==> config.mk <==
export PLATFORM = sky130hd
export DESIGN_NAME = thermal_pwm_fan_with_tacho_unit_flat
export DESIGN_NICKNAME = d
export VERILOG_FILES = /design/src/rtl/tpf_pkg.sv /design/src/rtl/tpf_in_if.sv /design/src/rtl/tpf_out_if.sv /design/src/rtl/thermal_pwm_fan_with_tacho_unit.sv /design/src/rtl/tpf_div.sv /design/src/rtl/tpf_dp.sv /design/src/rtl/tpf_ctrl.sv /design/src/flat_wrapper.sv
export VERILOG_INCLUDE_DIRS = /design/src /design/src/rtl
export SDC_FILE = /design/constraint.sdc
export NUM_CORES = 1
export LEC_CHECK = 0
export ABC_AREA = 1
export BUFFER_PORTS_ARGS = -buffer_cell sky130_fd_sc_hd__clkbuf_2
export CELL_PAD_IN_SITES_DETAIL_PLACEMENT = 2
export CELL_PAD_IN_SITES_GLOBAL_PLACEMENT = 2
export CORE_AREA = 2 2 372 300
export DETAILED_ROUTE_END_ITERATION = 8
export DIE_AREA = 0 0 374 302
export GPL_TIMING_DRIVEN = 1
export PLACE_DENSITY_LB_ADDON = 0.05
export SKIP_LAST_GASP = 1
export SYNTH_ARGS = -nofsm -noshare
export SYNTH_HDL_FRONTEND = slang
export SYNTH_SLANG_ARGS = --single-unit
export TNS_END_PERCENT = 50
==> constraint.sdc <==
create_clock -name clk -period 5.8 [get_ports clk]
set_clock_uncertainty 0.2 [all_clocks]
set_input_delay 1.16 -clock clk [delete_from_list [all_inputs] [get_ports clk]]
set_output_delay 1.16 -clock clk [all_outputs]
set_load 0.02 [all_outputs]
==> src/rtl/thermal_pwm_fan_with_tacho_unit_macros.svh <==
// Assertion macros for the thermal PWM fan unit.
// Users must have clk and rst_n in scope.
`ifndef THERMAL_PWM_FAN_WITH_TACHO_UNIT_MACROS_SVH
`define THERMAL_PWM_FAN_WITH_TACHO_UNIT_MACROS_SVH

// same-cycle implication
`define TPF_ASSERT_IMP(lbl, ante, cons, msg) \
  lbl: assert property (@(posedge clk) disable iff (!rst_n) (ante) |-> (cons)) \
    else $error(msg);

// next-cycle implication
`define TPF_ASSERT_NXT(lbl, ante, cons, msg) \
  lbl: assert property (@(posedge clk) disable iff (!rst_n) (ante) |=> (cons)) \
    else $error(msg);

`endif

==> src/rtl/tpf_pkg.sv <==
// Package for the thermal PWM fan unit: constants, codes and shared structs.
// No dependencies.
`timescale 1ns / 1ps

package tpf_pkg;

  localparam int unsigned SAMPLE_MS = 1000;
  localparam logic [7:0]  MIN_DUTY  = 8'd0;

  localparam int CFG_W     = 12;
  localparam int CFG_IDX_W = 3;
  localparam int TEMP_W    = 12;
  localparam int CNT_W     = 16;
  localparam int PCT_W     = 7;
  localparam int DUTY_W    = 8;

  localparam logic [CNT_W-1:0] RPM_NUM  = 16'd60000;
  localparam logic [PCT_W-1:0] PCT_FULL = 7'd100;
  localparam logic [PCT_W-1:0] PCT_KNEE = 7'd30;
  localparam int unsigned      PCT_SPAN = 70;

  // reciprocal of the span, exact for products up to 255 * 70
  localparam int unsigned RECIP_SH = 20;
  localparam int unsigned RECIP    = ((1 << RECIP_SH) + PCT_SPAN - 1) / PCT_SPAN;

  localparam int DIV_NUM_W = 32;
  localparam int DIV_DEN_W = 20;
  localparam int DIV_CNT_W = 5;

  typedef enum logic [CFG_IDX_W-1:0] {
    CFG_AUTO_MODE    = 3'd0,
    CFG_FAN_ENABLE   = 3'd1,
    CFG_MANUAL_SPEED = 3'd2,
    CFG_TEMP_LOW     = 3'd3,
    CFG_TEMP_HIGH    = 3'd4,
    CFG_START_DUTY   = 3'd5,
    CFG_MAX_DUTY     = 3'd6,
    CFG_PULSES_TURN  = 3'd7
  } cfg_idx_t;

  typedef enum logic [1:0] {
    MODE_TICK  = 2'd0,
    MODE_TACHO = 2'd1,
    MODE_TEMP  = 2'd2
  } item_mode_t;

  typedef struct packed {
    logic capture;
    logic exec;
    logic rpm_mul;
    logic rpm_div;
    logic rpm_load;
    logic tmp_div;
    logic speed_load;
    logic map_mul;
    logic map_scl;
    logic map_fin;
    logic emit;
  } dp_cmd_t;

  typedef struct packed {
    logic need_rpm;
    logic need_tdiv;
    logic need_map;
    logic div_done;
  } dp_sts_t;

  typedef struct packed {
    logic [DUTY_W-1:0] duty;
    logic [CNT_W-1:0]  rpm;
    logic [PCT_W-1:0]  speed_percent;
    logic              fan_on;
    logic              rpm_fresh;
  } result_t;

endpackage

==> src/rtl/tpf_in_if.sv <==
// Input channel of the thermal PWM fan unit: valid/ready plus item fields.
// Depends on tpf_pkg.
`timescale 1ns / 1ps

interface tpf_in_if
  import tpf_pkg::*;
();
  logic              valid;
  logic              ready;
  logic [1:0]        mode;
  logic [TEMP_W-1:0] temperature;

  modport source (output valid, output mode, output temperature, input ready);
  modport sink   (input valid, input mode, input temperature, output ready);
endinterface

==> src/rtl/tpf_out_if.sv <==
// Result channel of the thermal PWM fan unit: valid/ready plus result fields.
// Depends on tpf_pkg.
`timescale 1ns / 1ps

interface tpf_out_if
  import tpf_pkg::*;
();
  logic              valid;
  logic              ready;
  logic [DUTY_W-1:0] duty;
  logic [CNT_W-1:0]  rpm;
  logic [PCT_W-1:0]  speed_percent;
  logic              fan_on;
  logic              rpm_fresh;

  modport source (output valid, output duty, output rpm, output speed_percent,
                  output fan_on, output rpm_fresh, input ready);
  modport sink   (input valid, input duty, input rpm, input speed_percent,
                  input fan_on, input rpm_fresh, output ready);
endinterface

==> src/rtl/thermal_pwm_fan_with_tacho_unit.sv <==
// Top level of the thermal PWM fan unit with tachometer.
// Depends on tpf_pkg, tpf_in_if, tpf_out_if, tpf_ctrl and tpf_dp.
//
//   port     | dir | carries
//   ---------+-----+-----------------------------------------------
//   in_ch    | in  | mode, temperature (valid/ready)
//   out_ch   | out | duty, rpm, speed_percent, fan_on, rpm_fresh
//   cfg_*    | in  | register write: cfg_we, cfg_index, cfg_data
//
// One transaction at a time. Tacho edges and plain ticks pass through the
// execute step; a tick that closes a window adds the rpm multiply and the
// 32-step shared divider, a temperature sample in auto mode between the
// thresholds the divider; duty mapping adds its multiply, scale and finish.
// Synchronous active-low reset restores the register defaults.
// The result sits in an output register; a stalled output holds the next
// transaction in its final step until the register frees.
`timescale 1ns / 1ps

module thermal_pwm_fan_with_tacho_unit
  import tpf_pkg::*;
(
  input  logic                 clk,
  input  logic                 rst_n,
  tpf_in_if.sink               in_ch,
  tpf_out_if.source            out_ch,
  input  logic                 cfg_we,
  input  logic [CFG_IDX_W-1:0] cfg_index,
  input  logic [CFG_W-1:0]     cfg_data
);

  dp_cmd_t cmd;
  dp_sts_t sts;
  result_t res;
  result_t res_r;
  logic    out_valid_r;
  logic    out_free;
  logic    in_ready;

  assign out_free    = !out_valid_r || out_ch.ready;
  assign in_ch.ready = in_ready;

  tpf_ctrl u_ctrl (
    .clk      (clk),
    .rst_n    (rst_n),
    .in_valid (in_ch.valid),
    .in_ready (in_ready),
    .out_free (out_free),
    .sts      (sts),
    .cmd      (cmd)
  );

  tpf_dp u_dp (
    .clk            (clk),
    .rst_n          (rst_n),
    .cfg_we         (cfg_we),
    .cfg_index      (cfg_index),
    .cfg_data       (cfg_data),
    .in_mode        (in_ch.mode),
    .in_temperature (in_ch.temperature),
    .cmd            (cmd),
    .sts            (sts),
    .res            (res)
  );

  always_ff @(posedge clk) begin
    if (!rst_n) begin
      out_valid_r <= 1'b0;
    end else if (cmd.emit) begin
      out_valid_r <= 1'b1;
    end else if (out_ch.ready) begin
      out_valid_r <= 1'b0;
    end
  end

  always_ff @(posedge clk) begin
    if (cmd.emit) res_r <= res;
  end

  assign out_ch.valid         = out_valid_r;
  assign out_ch.duty          = res_r.duty;
  assign out_ch.rpm           = res_r.rpm;
  assign out_ch.speed_percent = res_r.speed_percent;
  assign out_ch.fan_on        = res_r.fan_on;
  assign out_ch.rpm_fresh     = res_r.rpm_fresh;

endmodule

==> src/rtl/tpf_div.sv <==
// Iterative restoring divider, one quotient bit per cycle.
// Depends on tpf_pkg.
`timescale 1ns / 1ps

module tpf_div
  import tpf_pkg::*;
(
  input  logic                 clk,
  input  logic                 rst_n,
  input  logic                 start,
  input  logic [DIV_NUM_W-1:0] num,
  input  logic [DIV_DEN_W-1:0] den,
  output logic                 done,
  output logic [DIV_NUM_W-1:0] quo
);

  logic                 busy_r, busy_nxt;
  logic                 done_r, done_nxt;
  logic [DIV_CNT_W-1:0] cnt_r, cnt_nxt;
  logic [DIV_DEN_W-1:0] rem_r, rem_nxt;
  logic [DIV_DEN_W-1:0] den_r, den_nxt;
  logic [DIV_NUM_W-1:0] quo_r, quo_nxt;
  logic [DIV_DEN_W:0]   rem_sh;
  logic [DIV_DEN_W:0]   rem_sub;
  logic                 ge;

  always_comb begin
    rem_sh   = {rem_r, quo_r[DIV_NUM_W-1]};
    rem_sub  = rem_sh - {1'b0, den_r};
    ge       = rem_sh >= {1'b0, den_r};
    busy_nxt = busy_r;
    done_nxt = 1'b0;
    cnt_nxt  = cnt_r;
    rem_nxt  = rem_r;
    den_nxt  = den_r;
    quo_nxt  = quo_r;
    if (start) begin
      busy_nxt = 1'b1;
      cnt_nxt  = DIV_CNT_W'(DIV_NUM_W - 1);
      rem_nxt  = '0;
      den_nxt  = den;
      quo_nxt  = num;
    end else if (busy_r) begin
      rem_nxt = ge ? rem_sub[DIV_DEN_W-1:0] : rem_sh[DIV_DEN_W-1:0];
      quo_nxt = {quo_r[DIV_NUM_W-2:0], ge};
      cnt_nxt = cnt_r - 1'b1;
      if (cnt_r == '0) begin
        busy_nxt = 1'b0;
        done_nxt = 1'b1;
      end
    end
  end

  always_ff @(posedge clk) begin
    if (!rst_n) begin
      busy_r <= 1'b0;
      done_r <= 1'b0;
    end else begin
      busy_r <= busy_nxt;
      done_r <= done_nxt;
    end
  end

  always_ff @(posedge clk) begin
    cnt_r <= cnt_nxt;
    rem_r <= rem_nxt;
    den_r <= den_nxt;
    quo_r <= quo_nxt;
  end

  assign done = done_r;
  assign quo  = quo_r;

endmodule

==> src/rtl/tpf_dp.sv <==
// Datapath: configuration registers, fan state, rpm and speed arithmetic.
// Depends on tpf_pkg and tpf_div.
`timescale 1ns / 1ps

module tpf_dp
  import tpf_pkg::*;
(
  input  logic                 clk,
  input  logic                 rst_n,
  input  logic                 cfg_we,
  input  logic [CFG_IDX_W-1:0] cfg_index,
  input  logic [CFG_W-1:0]     cfg_data,
  input  logic [1:0]           in_mode,
  input  logic [TEMP_W-1:0]    in_temperature,
  input  dp_cmd_t              cmd,
  output dp_sts_t              sts,
  output result_t              res
);

  // configuration
  logic                     auto_mode_r;
  logic                     fan_enable_r;
  logic [PCT_W-1:0]         manual_speed_r;
  logic signed [TEMP_W-1:0] temp_low_r;
  logic signed [TEMP_W-1:0] temp_high_r;
  logic [DUTY_W-1:0]        start_duty_r;
  logic [DUTY_W-1:0]        max_duty_r;
  logic [3:0]               ppr_r;

  // fan state
  logic [PCT_W-1:0]  auto_speed_r;
  logic              auto_on_r;
  logic [DUTY_W-1:0] duty_r;
  logic [CNT_W-1:0]  pulses_r;
  logic [CNT_W-1:0]  ticks_r;
  logic [CNT_W-1:0]  rpm_r;
  logic              fresh_r;

  // per-transaction working registers
  logic [1:0]               mode_r;
  logic signed [TEMP_W-1:0] temp_r;
  logic [TEMP_W:0]          diff_r;
  logic [TEMP_W:0]          den_r;
  logic [DIV_NUM_W-1:0]     rpm_prod_r;
  logic signed [15:0]       mprod_r;
  logic                     pz_r;
  logic                     plow_r;
  logic [8:0]               mq_r;
  logic                     msign_r;

  logic                     t_le_low, t_ge_high, mode_ok;
  logic [CNT_W-1:0]         ticks_inc;
  logic [PCT_W-1:0]         man_pct, p_sel;
  logic [3:0]               ppr_eff;
  logic [DIV_NUM_W-1:0]     div_num, div_quo;
  logic [DIV_DEN_W-1:0]     div_den;
  logic                     div_done;
  logic signed [7:0]        pm30;
  logic signed [8:0]        span;
  logic signed [15:0]       mprod_nxt;
  logic [14:0]              mag;
  logic [29:0]              mq_full;
  logic [9:0]               scaled;
  logic [9:0]               duty_sum;
  logic [DUTY_W-1:0]        duty_map;

  always_comb begin
    t_le_low  = temp_r <= temp_low_r;
    t_ge_high = temp_r >= temp_high_r;
    mode_ok   = mode_r inside {MODE_TICK, MODE_TACHO, MODE_TEMP};
    ticks_inc = ticks_r + 1'b1;
    man_pct   = (manual_speed_r > PCT_FULL) ? PCT_FULL : manual_speed_r;
    p_sel     = auto_mode_r ? auto_speed_r : man_pct;
    ppr_eff   = (ppr_r == '0) ? 4'd1 : ppr_r;

    sts.need_rpm  = (mode_r == MODE_TICK) && (ticks_inc >= CNT_W'(SAMPLE_MS));
    sts.need_tdiv = (mode_r == MODE_TEMP) && auto_mode_r && !t_le_low && !t_ge_high;
    sts.need_map  = auto_mode_r ? (mode_r == MODE_TEMP) : mode_ok;
    sts.div_done  = div_done;

    if (cmd.rpm_div) begin
      div_num = rpm_prod_r;
      div_den = DIV_DEN_W'(ppr_eff) * DIV_DEN_W'(ticks_r);
    end else begin
      div_num = DIV_NUM_W'(DIV_NUM_W'(diff_r[TEMP_W-1:0]) * DIV_NUM_W'(PCT_FULL));
      div_den = DIV_DEN_W'(den_r[TEMP_W-1:0]);
    end

    pm30      = $signed({1'b0, p_sel}) - $signed({1'b0, PCT_KNEE});
    span      = $signed({1'b0, max_duty_r}) - $signed({1'b0, start_duty_r});
    mprod_nxt = 16'(pm30) * 16'(span);

    mag     = 15'(mprod_r[15] ? -mprod_r : mprod_r);
    mq_full = 30'(mag) * 30'(RECIP);

    scaled   = msign_r ? -{1'b0, mq_r} : {1'b0, mq_r};
    duty_sum = scaled + {2'b00, start_duty_r};
    if (!auto_mode_r && !fan_enable_r) duty_map = '0;
    else if (pz_r)                     duty_map = MIN_DUTY;
    else if (plow_r)                   duty_map = start_duty_r;
    else                               duty_map = duty_sum[DUTY_W-1:0];
  end

  tpf_div u_div (
    .clk   (clk),
    .rst_n (rst_n),
    .start (cmd.rpm_div | cmd.tmp_div),
    .num   (div_num),
    .den   (div_den),
    .done  (div_done),
    .quo   (div_quo)
  );

  always_ff @(posedge clk) begin
    if (!rst_n) begin
      auto_mode_r    <= 1'b0;
      fan_enable_r   <= 1'b0;
      manual_speed_r <= '0;
      temp_low_r     <= 12'sd480;
      temp_high_r    <= 12'sd960;
      start_duty_r   <= 8'd77;
      max_duty_r     <= 8'd255;
      ppr_r          <= 4'd2;
      auto_speed_r   <= '0;
      auto_on_r      <= 1'b0;
      duty_r         <= '0;
      pulses_r       <= '0;
      ticks_r        <= '0;
      rpm_r          <= '0;
      fresh_r        <= 1'b0;
    end else begin
      if (cfg_we) begin
        case (cfg_index)
          CFG_AUTO_MODE:    auto_mode_r    <= cfg_data[0];
          CFG_FAN_ENABLE:   fan_enable_r   <= cfg_data[0];
          CFG_MANUAL_SPEED: manual_speed_r <= cfg_data[PCT_W-1:0];
          CFG_TEMP_LOW:     temp_low_r     <= cfg_data;
          CFG_TEMP_HIGH:    temp_high_r    <= cfg_data;
          CFG_START_DUTY:   start_duty_r   <= cfg_data[DUTY_W-1:0];
          CFG_MAX_DUTY:     max_duty_r     <= cfg_data[DUTY_W-1:0];
          CFG_PULSES_TURN:  ppr_r          <= cfg_data[3:0];
          default: ;
        endcase
      end
      if (cmd.capture) fresh_r <= 1'b0;
      if (cmd.exec) begin
        if (mode_r == MODE_TICK) begin
          ticks_r <= ticks_inc;
        end else if (mode_r == MODE_TACHO) begin
          if (pulses_r != '1) pulses_r <= pulses_r + 1'b1;
        end else if (mode_r == MODE_TEMP && auto_mode_r) begin
          if (t_le_low) begin
            auto_speed_r <= '0;
            auto_on_r    <= 1'b0;
          end else if (t_ge_high) begin
            auto_speed_r <= PCT_FULL;
            auto_on_r    <= 1'b1;
          end
        end
      end
      if (cmd.rpm_load) begin
        rpm_r    <= (div_quo[DIV_NUM_W-1:CNT_W] != '0) ? '1 : div_quo[CNT_W-1:0];
        pulses_r <= '0;
        ticks_r  <= '0;
        fresh_r  <= 1'b1;
      end
      if (cmd.speed_load) begin
        auto_speed_r <= div_quo[PCT_W-1:0];
        auto_on_r    <= 1'b1;
      end
      if (cmd.map_fin) duty_r <= duty_map;
    end
  end

  always_ff @(posedge clk) begin
    if (cmd.capture) begin
      mode_r <= in_mode;
      temp_r <= in_temperature;
    end
    if (cmd.exec) begin
      diff_r <= {temp_r[TEMP_W-1], temp_r} - {temp_low_r[TEMP_W-1], temp_low_r};
      den_r  <= {temp_high_r[TEMP_W-1], temp_high_r} - {temp_low_r[TEMP_W-1], temp_low_r};
    end
    if (cmd.rpm_mul) rpm_prod_r <= DIV_NUM_W'(pulses_r) * DIV_NUM_W'(RPM_NUM);
    if (cmd.map_mul) begin
      mprod_r <= mprod_nxt;
      pz_r    <= p_sel == '0;
      plow_r  <= p_sel < PCT_KNEE;
    end
    if (cmd.map_scl) begin
      mq_r    <= mq_full[RECIP_SH+8:RECIP_SH];
      msign_r <= mprod_r[15];
    end
  end

  always_comb begin
    res.duty          = duty_r;
    res.rpm           = rpm_r;
    res.speed_percent = p_sel;
    res.fan_on        = auto_mode_r ? auto_on_r : fan_enable_r;
    res.rpm_fresh     = fresh_r;
  end

endmodule

==> src/rtl/tpf_ctrl.sv <==
// Controller: sequences one transaction through the datapath steps.
// Depends on tpf_pkg and the assertion macro header.
`timescale 1ns / 1ps
`include "thermal_pwm_fan_with_tacho_unit_macros.svh"

module tpf_ctrl
  import tpf_pkg::*;
(
  input  logic    clk,
  input  logic    rst_n,
  input  logic    in_valid,
  output logic    in_ready,
  input  logic    out_free,
  input  dp_sts_t sts,
  output dp_cmd_t cmd
);

  typedef enum logic [10:0] {
    ST_IDLE     = 11'b000_0000_0001,
    ST_EXEC     = 11'b000_0000_0010,
    ST_RPM_MUL  = 11'b000_0000_0100,
    ST_RPM_DIV  = 11'b000_0000_1000,
    ST_RPM_WAIT = 11'b000_0001_0000,
    ST_TMP_DIV  = 11'b000_0010_0000,
    ST_TMP_WAIT = 11'b000_0100_0000,
    ST_MAP_MUL  = 11'b000_1000_0000,
    ST_MAP_SCL  = 11'b001_0000_0000,
    ST_MAP_FIN  = 11'b010_0000_0000,
    ST_DONE     = 11'b100_0000_0000
  } state_t;

  state_t state_r, state_nxt;

  always_comb begin
    state_nxt = state_r;
    cmd       = '0;
    in_ready  = 1'b0;
    case (state_r)
      ST_IDLE: begin
        in_ready    = 1'b1;
        cmd.capture = in_valid;
        if (in_valid) state_nxt = ST_EXEC;
      end
      ST_EXEC: begin
        cmd.exec = 1'b1;
        if (sts.need_rpm)       state_nxt = ST_RPM_MUL;
        else if (sts.need_tdiv) state_nxt = ST_TMP_DIV;
        else if (sts.need_map)  state_nxt = ST_MAP_MUL;
        else                    state_nxt = ST_DONE;
      end
      ST_RPM_MUL: begin
        cmd.rpm_mul = 1'b1;
        state_nxt   = ST_RPM_DIV;
      end
      ST_RPM_DIV: begin
        cmd.rpm_div = 1'b1;
        state_nxt   = ST_RPM_WAIT;
      end
      ST_RPM_WAIT: begin
        if (sts.div_done) begin
          cmd.rpm_load = 1'b1;
          state_nxt    = sts.need_map ? ST_MAP_MUL : ST_DONE;
        end
      end
      ST_TMP_DIV: begin
        cmd.tmp_div = 1'b1;
        state_nxt   = ST_TMP_WAIT;
      end
      ST_TMP_WAIT: begin
        if (sts.div_done) begin
          cmd.speed_load = 1'b1;
          state_nxt      = ST_MAP_MUL;
        end
      end
      ST_MAP_MUL: begin
        cmd.map_mul = 1'b1;
        state_nxt   = ST_MAP_SCL;
      end
      ST_MAP_SCL: begin
        cmd.map_scl = 1'b1;
        state_nxt   = ST_MAP_FIN;
      end
      ST_MAP_FIN: begin
        cmd.map_fin = 1'b1;
        state_nxt   = ST_DONE;
      end
      ST_DONE: begin
        if (out_free) begin
          cmd.emit  = 1'b1;
          state_nxt = ST_IDLE;
        end
      end
      default: state_nxt = ST_IDLE;
    endcase
  end

  always_ff @(posedge clk) begin
    if (!rst_n) state_r <= ST_IDLE;
    else        state_r <= state_nxt;
  end

  `TPF_ASSERT_IMP(a_div_done_waited, sts.div_done,
    (state_r == ST_RPM_WAIT) || (state_r == ST_TMP_WAIT), "divider done outside a wait state")
  `TPF_ASSERT_IMP(a_emit_free, cmd.emit, out_free, "result emitted into a full output register")
  `TPF_ASSERT_NXT(a_rpm_then_map, cmd.rpm_load,
    (state_r == ST_MAP_MUL) || (state_r == ST_DONE), "bad step after rpm update")

endmodule

==> src/flat_wrapper.sv <==
// flat-port wrapper written by rule: the top's interface ports become plain ports
module thermal_pwm_fan_with_tacho_unit_flat import tpf_pkg::*;
  (clk, rst_n, cfg_we, cfg_index, cfg_data, in_ch_valid, in_ch_mode, in_ch_temperature, in_ch_ready, out_ch_valid, out_ch_duty, out_ch_rpm, out_ch_speed_percent, out_ch_fan_on, out_ch_rpm_fresh, out_ch_ready);
  tpf_in_if in_ch_i ();
  tpf_out_if out_ch_i ();
  input  logic clk;
  input  logic rst_n;
  input  logic cfg_we;
  input  logic [CFG_IDX_W-1:0] cfg_index;
  input  logic [CFG_W-1:0] cfg_data;
  input wire logic [$bits(in_ch_i.valid)-1:0] in_ch_valid;
  input wire logic [$bits(in_ch_i.mode)-1:0] in_ch_mode;
  input wire logic [$bits(in_ch_i.temperature)-1:0] in_ch_temperature;
  output wire logic [$bits(in_ch_i.ready)-1:0] in_ch_ready;
  output wire logic [$bits(out_ch_i.valid)-1:0] out_ch_valid;
  output wire logic [$bits(out_ch_i.duty)-1:0] out_ch_duty;
  output wire logic [$bits(out_ch_i.rpm)-1:0] out_ch_rpm;
  output wire logic [$bits(out_ch_i.speed_percent)-1:0] out_ch_speed_percent;
  output wire logic [$bits(out_ch_i.fan_on)-1:0] out_ch_fan_on;
  output wire logic [$bits(out_ch_i.rpm_fresh)-1:0] out_ch_rpm_fresh;
  input wire logic [$bits(out_ch_i.ready)-1:0] out_ch_ready;
  assign in_ch_i.valid = in_ch_valid;
  assign in_ch_i.mode = in_ch_mode;
  assign in_ch_i.temperature = in_ch_temperature;
  assign in_ch_ready = in_ch_i.ready;
  assign out_ch_valid = out_ch_i.valid;
  assign out_ch_duty = out_ch_i.duty;
  assign out_ch_rpm = out_ch_i.rpm;
  assign out_ch_speed_percent = out_ch_i.speed_percent;
  assign out_ch_fan_on = out_ch_i.fan_on;
  assign out_ch_rpm_fresh = out_ch_i.rpm_fresh;
  assign out_ch_i.ready = out_ch_ready;
  thermal_pwm_fan_with_tacho_unit u_core (.clk(clk), .rst_n(rst_n), .in_ch(in_ch_i), .out_ch(out_ch_i), .cfg_we(cfg_we), .cfg_index(cfg_index), .cfg_data(cfg_data));
endmodule
==> results.toml <==
[yosys]
async_flop_share_pct = 0
synth_edf_count = 177
synth_top_area_cell = "edfxtp_1"
yosys.cell_types.count = 64
syn-num-nets = 3646
synth_warnings = 0
yosysSeqAreaShare_pct = 31.2
syn-instance-count = 3103
syn_area_per_cell_um2 = 8.73
synth_ff_type = "edfxtp_1"
ys_seq_elements = 334
synth_area_leaders = "edfxtp_1 20%, fa_1 15%, ha_1 14%"
yosysTopAreaCellShare_pct = 19.6
mappedNetlistArea_um2 = 27100

[status]
run_status = "finished, final reports clean"

[route]
routed_wl_mm = 94.7
drc_errors = 0
wire_per_inst_um = 19.7
num_vias = 22000
ant_nets = 0
dr.pass1.iters = 4
drt_iter0_markers = 862
via_per_inst = 4.57

[sta]
slew_viol_final = 0
worst_pin_slew_ps = 1100
fmax_ghz = 0.173
whs_ps = 238
hold_viol_final = 0
slew_headroom_pct = 26.5
fin_crit_sh_pct = 99.6
period_needed_ps = 5780
setup_tns_ps = 0
rsz0062_at_grt = "yes"
finalSetupViolCount = 0

[power_and_ir_drop]
power_uw = 8180
power_density_nw_per_um2 = 253
leakage_uw = 0.0151
switchingPower_uw = 2710
ir_worst_vdd_uv = 238
combPwrFrac_pct = 33.2
p_clk_share_pct = 34.7
seqPwrFrac_pct = 32.1
switching_share_pct = 33.1
intPower_uw = 5470

[clocking]
numCtsBuffers = 42
cts_num_sinks = 334
htreeDepth = 2
clock_path_buffers = 3
path_clk_slew_ps = 60
clkLatencyLatePin_ps = 640
cts_tree = "built"
clockRootBuffer = "clkbuf_16"
cts_hold_buf = 0

[floorplan]
die_x_um = 374
num_rows = 109
fp.dieH_um = 302
start_util_pct = 24.7
die_area_um2 = 113000
io_pins = 69
core-area_um2 = 110000

[critical_path]
crit_required_ps = 5970
reg2regPathDepth = 31
reg2reg_to = "u_core.u_dp.mprod_r[14]$_DFFE_PP_"
slowest_delay_ps = 530
reg2reg_slack_ps = 20
cp-end-kind = "register"
slowest_stage = "fa_1"
crit_path_end = "u_core.u_dp.mprod_r[14]$_DFFE_PP_"
startpoint = "u_core.u_dp.max_duty_r[0]$_SDFFE_PN1P_"
critPathKind = "register to register"
cp_max_fo = 5
critPathLaunchType = "register"
critPathArrivalTime_ps = 5950
r2r_start = "u_core.u_dp.max_duty_r[0]$_SDFFE_PN1P_"

[placed_design]
dp_cells = 4706
routabilityCongestion = 0.769
port_buffers = 68
dp_hpwl_mm = 77.4

[layout]
fin_nets = 3874
layout-drive-gt1-share_pct = 13.5
final_common_cell = "nand2_1"
layout_common_cells = "510 x nand2_1, 493 x inv_1, 292 x ha_1"
syn_to_final_growth_pct = 19.0
instances_no_fill = 4811
utilization_pct = 29.5

[global_routing]
grt_pass1_vias = 24900
track_usage_pct = 17.1
grt_pass1_wl_mm = 150
antenna_found_initial = 5
grt-ovfl-total = 0
grt_max_degree = 55

[flow_run]
drv_cap = 0

[worst_hold_path]
hold_class = "register to register"
[layout make-up]
type,count,area (um^2)
Clock inverter,23,297
Inverter,515,1950
Sequential cell,334,8460
Clock buffer,55,1130
Antenna cell,3,7.51
Fill cell,12400,77300
Tap cell,1443,1810
Timing Repair Buffer,245,1700
Multi-Input combinational cell,2193,16900
[power by group through the flow]
| stage | registers (uW) | clock network, uW | logic, uW |
|---|---|---|---|
| floorplan | 2660 | 0 | 1330 |
| global placement | 2680 | 0 | 2240 |
| detailed placement | 2680 | 0 | 2300 |
| CTS | 2630 | 2970 | 2610 |
| global route | 2630 | 3040 | 3070 |
| finish | 2630 | 2840 | 2710 |
[logic make-up (layout without fill, tap and decap cells)]
logic type	count (synthesis)	in the layout	synth area share [%]
xor gates and xnor gates	135	135	4.39
and+or+nand+nor	1015	1015	16.2
adders and majority gates	509	509	29.1
DFF	334	334	31.2
other	0	3	0
buffers and inverters	576	838	8.13
AOI/OAI and AO/OA	534	534	11.1
[Yosys cell counts (25+ instances only)]
| cell type | instances |
|---|---|
| nand4_1 | 30 |
| xor2_1 | 84 |
| nand3_1 | 107 |
| nor3_1 | 44 |
| fa_1 | 201 |
| a21oi_1 | 225 |
| a211oi_1 | 25 |
| xnor2_1 | 50 |
| ha_1 | 308 |
| edfxtp_1 | 177 |
| o211ai_1 | 32 |
| o21ai_0 | 177 |
| nor2_1 | 242 |
| inv_1 | 509 |
| clkbuf_1 | 38 |
| nand2_1 | 520 |
| dfxtp_1 | 157 |
[metal layers]
| layer | GRT usage (%) | wire length, um |
|---|---|---|
| met5 | 0 | 0 |
| met4 | 3.55 | 1470 |
| met3 | 2.29 | 2560 |
| met2 | 25.2 | 38500 |
| met1 | 26.4 | 52100 |
[worst min path at each step]
stage	startpoint	end	slack, ps	cells past startpoint
5_1_grt	u_core.u_dp.duty_r[4]$_SDFFE_PN0P_	u_core.out_ch.duty[4]$_DFFE_PP_	250	0
2_1_floorplan	u_core.u_dp.rpm_r[0]$_SDFFE_PN0P_	u_core.out_ch.rpm[0]$_DFFE_PP_	210	0
3_3_place_gp	u_core.u_dp.duty_r[4]$_SDFFE_PN0P_	u_core.out_ch.duty[4]$_DFFE_PP_	230	0
3_5_place_dp	u_core.u_dp.duty_r[4]$_SDFFE_PN0P_	u_core.out_ch.duty[4]$_DFFE_PP_	220	0
6_report	u_core.u_dp.duty_r[4]$_SDFFE_PN0P_	u_core.out_ch.duty[4]$_DFFE_PP_	240	0
4_1_cts	u_core.u_dp.duty_r[4]$_SDFFE_PN0P_	u_core.out_ch.duty[4]$_DFFE_PP_	240	0
[repair_timing]
action / 4_1_cts / 5_1_grt
setup buffers: 11 / 14
gates cloned: 0 / 0
pin swaps: 41 / 35
setup endpoints to repair: 13 / 16
gates resized for setup: 57 / 56
[per-stage QoR]
stage	setup WS, ps	area [um^2]
finish	23.7	32300
global route	-322	32300
CTS	-107	31900
detailed placement	-658	30100
global placement	-338	30100
floorplan	13.5	27100
[state kept, by name, indices dropped and copies added, names as in the netlist, 5 cells and up]
name and count:
u_core.u_dp.u_div.cnt_r 5, u_core.u_dp.mprod_r 16, u_core.u_dp.duty_r 8, u_core.u_dp.temp_r 12, u_core.out_ch.speed_percent 7, u_core.u_dp.den_r 12, u_core.u_dp.diff_r 12, u_core.u_dp.rpm_prod_r 27
u_core.u_dp.temp_high_r 12, u_core.u_ctrl.state_r 11, u_core.u_dp.max_duty_r 8, u_core.u_dp.temp_low_r 12, u_core.u_dp.u_div.den_r 20, u_core.u_dp.u_div.rem_r 20, u_core.u_dp.u_div.quo 32, u_core.out_ch.duty 8
u_core.u_dp.rpm_r 16, u_core.u_dp.pulses_r 16, u_core.u_dp.start_duty_r 8, u_core.u_dp.auto_speed_r 7, u_core.out_ch.rpm 16, u_core.u_dp.ticks_r 16, u_core.u_dp.mq_r 8, u_core.u_dp.manual_speed_r 7
[worst max-delay path, delay by kind of cell, from the launching register on]
family	cells	cell delay [ps]
fa+ha+maj	7	2680
buf+inv	10	870
compound gates	7	870
flops	1	320
simple gates	5	300
xor+xnor	2	290
Note: power is estimated with default switching activity, not from simulation.
